===== config.mk =====
export PLATFORM = sky130hd
export DESIGN_NAME = threshold_frame_receiver_core
export DESIGN_NICKNAME = d
export VERILOG_FILES = /design/src/trf_pkg.sv /design/src/threshold_frame_receiver_core.sv
export SDC_FILE = /design/constraint.sdc
export NUM_CORES = 1
export LEC_CHECK = 0
export ABC_AREA = 1
export BUFFER_PORTS_ARGS = -buffer_cell sky130_fd_sc_hd__buf_4
export CAP_MARGIN = 30
export CORE_MARGIN = 2
export CORE_UTILIZATION = 52
export CTS_BUF_LIST = sky130_fd_sc_hd__clkbuf_2
export DETAILED_ROUTE_END_ITERATION = 10
export GPL_ROUTABILITY_DRIVEN = 0
export PLACE_DENSITY = 0.78
export SYNTH_ARGS = -nofsm -noshare
export SYNTH_HDL_FRONTEND = slang
export SYNTH_SLANG_ARGS = --single-unit

===== constraint.sdc =====
create_clock -name clk -period 7.05 [get_ports clk]
set_input_delay 0.705 -clock clk [delete_from_list [all_inputs] [get_ports clk]]
set_output_delay 0.705 -clock clk [all_outputs]
set_load 0.01 [all_outputs]

===== src/trf_pkg.sv =====
`default_nettype none
// ---------------------------------------------------------------------------
// trf_pkg
// Shared constants and types for the threshold frame receiver.
// ---------------------------------------------------------------------------
package trf_pkg;

    localparam int unsigned BYTE_W   = 8;
    localparam int unsigned LIMIT_W  = 7;
    localparam int unsigned DIGIT_W  = 4;
    localparam int unsigned COUNT_W  = 3;
    localparam int unsigned FRAME_DIGITS = 4;

    localparam logic [BYTE_W-1:0] FRAME_OPEN  = 8'h3C;
    localparam logic [BYTE_W-1:0] FRAME_CLOSE = 8'h3E;
    localparam logic [BYTE_W-1:0] DIGIT_ZERO  = 8'h30;
    localparam logic [BYTE_W-1:0] DIGIT_NINE  = 8'h39;

    localparam logic [LIMIT_W-1:0] FLOOR_RESET   = 7'd50;
    localparam logic [LIMIT_W-1:0] CEILING_RESET = 7'd90;
    localparam logic [COUNT_W-1:0] DIGITS_FULL   = 3'(FRAME_DIGITS);

    typedef enum logic [0:0] {
        REG_FLOOR   = 1'b0,
        REG_CEILING = 1'b1
    } cfg_index_t;

    typedef logic [LIMIT_W-1:0] limit_t;
    typedef logic [DIGIT_W-1:0] digit_t;

endpackage
`default_nettype wire


===== src/threshold_frame_receiver_core.sv =====
`default_nettype none
// ---------------------------------------------------------------------------
// threshold_frame_receiver_core
// Parses '<dddd>' frames from a byte stream and emits range-checked limits.
// ---------------------------------------------------------------------------
// Path: a closing '>' passes the input register, then the result register,
// before its result leaves; output back-pressure can stall it between them.
// Throughput: one byte per cycle; a result held for out_ready stalls input.
// Reset: frame tracking and valid flags clear; floor resets to 50 and
// ceiling to 90. Digit storage is not cleared.
module threshold_frame_receiver_core
(
    input  wire logic                   clk,
    input  wire logic                   rst_n,
    input  wire logic                   in_valid,
    output logic                        in_ready,
    input  wire logic [7:0]             rx_byte,
    output logic                        out_valid,
    input  wire logic                   out_ready,
    output trf_pkg::limit_t             low_limit,
    output trf_pkg::limit_t             high_limit,
    input  wire logic                   cfg_we,
    input  wire trf_pkg::cfg_index_t    cfg_index,
    input  wire trf_pkg::limit_t        cfg_data
);
    import trf_pkg::*;

    limit_t              floor_reg;
    limit_t              ceiling_reg;
    logic                s1_valid_reg;
    logic [BYTE_W-1:0]   s1_byte_reg;
    logic                in_frame_reg,  in_frame_next;
    logic [COUNT_W-1:0]  digits_seen_reg, digits_seen_next;
    digit_t              digit_store_reg [FRAME_DIGITS];
    logic                out_valid_reg, out_valid_next;
    limit_t              low_limit_reg;
    limit_t              high_limit_reg;

    logic                s1_fire;
    logic                is_digit;
    logic                store_we;
    digit_t              digit_val;
    logic                hit;
    limit_t              lo_val;
    limit_t              hi_val;
    limit_t              lo_clamped;

    assign s1_fire  = s1_valid_reg && (!out_valid_reg || out_ready);
    assign in_ready = !s1_valid_reg || s1_fire;

    // Configuration writes
    always_ff @(posedge clk or negedge rst_n)
    begin
        if (!rst_n)
        begin
            floor_reg   <= FLOOR_RESET;
            ceiling_reg <= CEILING_RESET;
        end
        else if (cfg_we)
        begin
            unique case (cfg_index)
                REG_FLOOR:   floor_reg   <= cfg_data;
                REG_CEILING: ceiling_reg <= cfg_data;
                default:     floor_reg   <= floor_reg;
            endcase
        end
    end

    // Input register
    always_ff @(posedge clk or negedge rst_n)
    begin
        if (!rst_n)
        begin
            s1_valid_reg <= 1'b0;
        end
        else if (in_ready)
        begin
            s1_valid_reg <= in_valid;
        end
    end

    always_ff @(posedge clk)
    begin
        if (in_ready && in_valid)
        begin
            s1_byte_reg <= rx_byte;
        end
    end

    // Frame decode
    assign is_digit  = (s1_byte_reg >= DIGIT_ZERO) && (s1_byte_reg <= DIGIT_NINE);
    assign digit_val = DIGIT_W'(s1_byte_reg - DIGIT_ZERO);
    assign lo_val    = LIMIT_W'(digit_store_reg[0]) * 7'd10 + LIMIT_W'(digit_store_reg[1]);
    assign hi_val    = LIMIT_W'(digit_store_reg[2]) * 7'd10 + LIMIT_W'(digit_store_reg[3]);
    assign lo_clamped = (lo_val > hi_val) ? hi_val : lo_val;

    always_comb
    begin
        in_frame_next    = in_frame_reg;
        digits_seen_next = digits_seen_reg;
        store_we         = 1'b0;
        hit              = 1'b0;
        if (s1_byte_reg == FRAME_OPEN)
        begin
            in_frame_next    = 1'b1;
            digits_seen_next = '0;
        end
        else if (in_frame_reg)
        begin
            if (s1_byte_reg == FRAME_CLOSE)
            begin
                in_frame_next = 1'b0;
                hit = (digits_seen_reg == DIGITS_FULL)
                    && (lo_val >= floor_reg) && (lo_val <= ceiling_reg)
                    && (hi_val >= floor_reg) && (hi_val <= ceiling_reg);
            end
            else if (is_digit && (digits_seen_reg < DIGITS_FULL))
            begin
                store_we         = 1'b1;
                digits_seen_next = digits_seen_reg + 3'd1;
            end
            else
            begin
                in_frame_next = 1'b0;
            end
        end
    end

    always_ff @(posedge clk or negedge rst_n)
    begin
        if (!rst_n)
        begin
            in_frame_reg    <= 1'b0;
            digits_seen_reg <= '0;
        end
        else if (s1_fire)
        begin
            in_frame_reg    <= in_frame_next;
            digits_seen_reg <= digits_seen_next;
        end
    end

    always_ff @(posedge clk)
    begin
        if (s1_fire && store_we)
        begin
            digit_store_reg[digits_seen_reg[1:0]] <= digit_val;
        end
    end

    // Result register
    always_comb
    begin
        out_valid_next = out_valid_reg;
        if (s1_fire)
        begin
            out_valid_next = hit;
        end
        else if (out_ready)
        begin
            out_valid_next = 1'b0;
        end
    end

    always_ff @(posedge clk or negedge rst_n)
    begin
        if (!rst_n)
        begin
            out_valid_reg <= 1'b0;
        end
        else
        begin
            out_valid_reg <= out_valid_next;
        end
    end

    always_ff @(posedge clk)
    begin
        if (s1_fire && hit)
        begin
            low_limit_reg  <= lo_clamped;
            high_limit_reg <= hi_val;
        end
    end

    assign out_valid  = out_valid_reg;
    assign low_limit  = low_limit_reg;
    assign high_limit = high_limit_reg;

    a_count_bound: assert property (@(posedge clk) disable iff (!rst_n)
        digits_seen_reg <= DIGITS_FULL)
        else $error("digit count overflow");

    a_clamp: assert property (@(posedge clk) disable iff (!rst_n)
        out_valid_reg |-> (low_limit_reg <= high_limit_reg))
        else $error("low limit above high limit");

    a_open_restart: assert property (@(posedge clk) disable iff (!rst_n)
        (s1_fire && (s1_byte_reg == FRAME_OPEN)) |=>
            (in_frame_reg && (digits_seen_reg == '0)))
        else $error("open byte did not restart frame");

    a_result_on_close: assert property (@(posedge clk) disable iff (!rst_n)
        (s1_fire && (s1_byte_reg != FRAME_CLOSE)) |=> !out_valid_reg)
        else $error("result without closing byte");

endmodule
`default_nettype wire

==> results.md <==
- Post-Route WL: 6690 um
- Die Height: 87.1 um
- I/O pin count: 37
- Static Leakage: 2.00 nW
- Clk pin slew, worst setup/hold paths: 0.19 ns
- Largest net degree at the start of global routing: 21
- Max_cap viols: 0
- Critical Path Source Type: flip-flop
- Worst-Margin Slew: 0.540 ns
- HPWL after detailed placement: 5360 um
- Post-CTS setup buffer count: 0
- Post-Route Skew: 0.0179 ns
- Overflow after GRT: 0
- Routed vias/inst: 5.11
- Setup-failing EPs final: 0
- Antenna violations before repair: 0
- Final hold vios: 0
- WL/cell: 13.4 um
- Post-synth EDFFs: 38
- Detail Route Antenna Nets: 0
- Die area: 0.00758 sq mm
- Kind of cell adding the most delay to the critical path: adder cells
- Commonest non-fill, non-tap cells in the layout: 80 x nand2_1, 65 x inv_1, 52 x ha_1, 38 x edfxtp_1, 36 x buf_4
- Required @ worst endpoint: 7.28 ns
- Max_slew headroom: 63.9%
- Unrepaired setup endpoints after global routing: false
- Post-synthesis mux area share: 0%
- Initial DRC count: 112
- TritonCTS clock tree: built
- Main combinational cell family by area after synthesis: adder cells
- Final #Nets: 491
- Drt pass-1 iters: 4
- FMAX: 261 MHz
- Synthesis Warnings: 0
- Most used DFF post-synth: edfxtp_1
- Setup_tns: 0 ns
- Area Overhead vs Synth: 14.0%
- Htree depth: 3
- Max reg flops: 16
- Initial Util: 53.4%
- Avg Cell Area, Syn: 9.72 sq um
- Deepest clock path buffer count: 2
- Peak supply drop: 0.000136 V
- Slowest stage cell on the critical path: fa_1
- Root buffer cell: clkbuf_2
- Most common library cell in the layout ignoring fill and taps: nand2_1
- Post-Syn Nets: 446
- Synth Instances: 369
- Crit path DAT: 4.06 ns
- Via count: 2,551
- Seq/Total Area, Yosys: 46.0%
- Post-Synthesis Cell Area: 0.00359 sq mm
- Fraction of the mapped netlist area in adder cells: 20.4%
- Core footprint: 0.00672 sq mm
- First-pass GRT wire length: 11,100 um
- Largest area contributor in the netlist: edfxtp_1
- # port buffers: 36
- Total CTS buffers: 9
- GRT Total Usage: 19.3%
- Fin. max-slew vios: 0
- Critical path's largest stage delay: 0.47 ns
- Synth cell types: 33
- Final period utilization: 54.3%
- Post-CTS resize count: 0
- Cell Pwr Density: 178 mW/mm^2
- Row cnt: 30
- Most used cell, CP: nand2_1
- Die width: 87.1 um
- Worst setup EP type: flip-flop
- CP max FO: 10
- Worst hold path type: input port to async pin
- Compound-Gate Fraction of Synth Area: 7.46%
- Post-Synth Simple-Gate Area: 16.0%
- Synth top area share: 31.8%
- Tmin final: 3.83 ns
- Layout cell share with drive strength beyond 1: 19.8%
- Hold Buf Count CTS: 0
- CTS sink cnt: 58
- DRC: 0
- Clk_lat worst skew: 0.48 ns
- Post-Synth XOR/XNOR Area: 2.37%
- Top cells by area, synth: edfxtp_1 32%, ha_1 18%, dfrtp_1 9.1%, nand2_1 8.4%, inv_1 6.8%
- Vias in the first global route: 2,519
- Hold Worst Slack: 0.0610 ns
- Status: completed
- Crit path cell chain: ha_1, ha_1, inv_1, fa_1, nor2_1, nand4_1, nand2_1, xor2_2, ha_1, nand2_1, inv_1, a21oi_1, nand2_1, nand2_1, nand3_1, nor2_1, buf_6
- Worst Path Buf+Inv: 3
- Ant diodes: 0
- Crit Path Category: flip-flop to flip-flop
- Asr flop ratio synth: 34.5%
- FF+latch count, synth: 58
-- Yosys cell counts (2+ instances only) --
| cell type | n |
|---|---|
| nand2_1 | 80 |
| inv_1 | 65 |
| ha_1 | 52 |
| edfxtp_1 | 38 |
| nor2_1 | 19 |
| o21ai_0 | 17 |
| nand3_1 | 15 |
| a21oi_1 | 14 |
| dfrtp_1 | 13 |
| dfstp_2 | 7 |
| o21ai_2 | 7 |
| nand2_2 | 5 |
| xor2_1 | 5 |
| fa_1 | 4 |
| nand4_1 | 4 |
| a21o_1 | 3 |
| clkbuf_1 | 2 |
| inv_2 | 2 |
| nor2_2 | 2 |
| xor2_2 | 2 |
-- final timing paths --
path	startpoint	end	slack, ns	cells after the start
setup / recovery	digit_store_reg[2][1]$_DFFE_PP_	high_limit[4]$_DFFE_PP_	3.22	17
hold / removal	rst_n	floor_reg[6]$_DFFE_PN0P_	0.06	1
setup reg to reg	digit_store_reg[2][1]$_DFFE_PP_	high_limit[4]$_DFFE_PP_	3.22	17
hold reg to reg	ceiling_reg[4]$_DFFE_PN1P_	ceiling_reg[4]$_DFFE_PN1P_	0.51	2
max in group asynchronous	rst_n	ceiling_reg[1]$_DFFE_PN1P_	6.71	1
min in group clk	rx_byte[1]	s1_byte_reg[1]$_DFFE_PP_	0.39	1
-- report_power, final --
group / internal (mW) / switching, mW / leakage [nW]
logic: 0.0326 / 0.0451 / 1.33
clock network: 0.120 / 0.140 / 0.0791
registers: 0.379 / 0.00901 / 0.589
-- per-layer routing --
layer	routed length [um]	global-route usage, %	share of wire [%]	up-vias
li1	-	-	-	1301
met1	2990	23.6	45	1198
met2	3440	33.4	51	47
met3	204	4.08	3.0	5
met4	60	7.67	0.90	0
met5	0	0	0	-
-- logic make-up (layout without fill, tap and decap cells) --
group	count (synthesis)	in the layout
buffers and inverters	70	120
and+or+nand+nor	132	132
adders and majority gates	56	56
AOI/OAI and AO/OA	45	45
DFF	58	58
xor gates and xnor gates	8	8
-- area by class of cell --
cell class	instances	area [sq um]
tap	80	100
fill	557	2630
timing repair buffer	37	282
clock inverter	7	101
sequential	58	1650
clock buffer	9	45.0
multi-input combinational	241	1660
inverter	67	251
-- through the flow --
step | power [mW] | cells | instance area [sq um] | utilization, % | setup WS [ns]
after floorplan | 0.444 | 369 | 3590 | - | 3.42
after global placement | 0.467 | 482 | 3930 | 58.5 | 3.08
after detailed placement | 0.472 | 483 | 3940 | 58.7 | 3.28
after CTS | 0.732 | 499 | 4090 | 60.8 | 3.22
after global routing | 0.763 | 499 | 4090 | 60.8 | 2.92
final | 0.726 | 499 | 4090 | 60.8 | 3.22
Note: power is estimated with default switching activity, not from simulation.
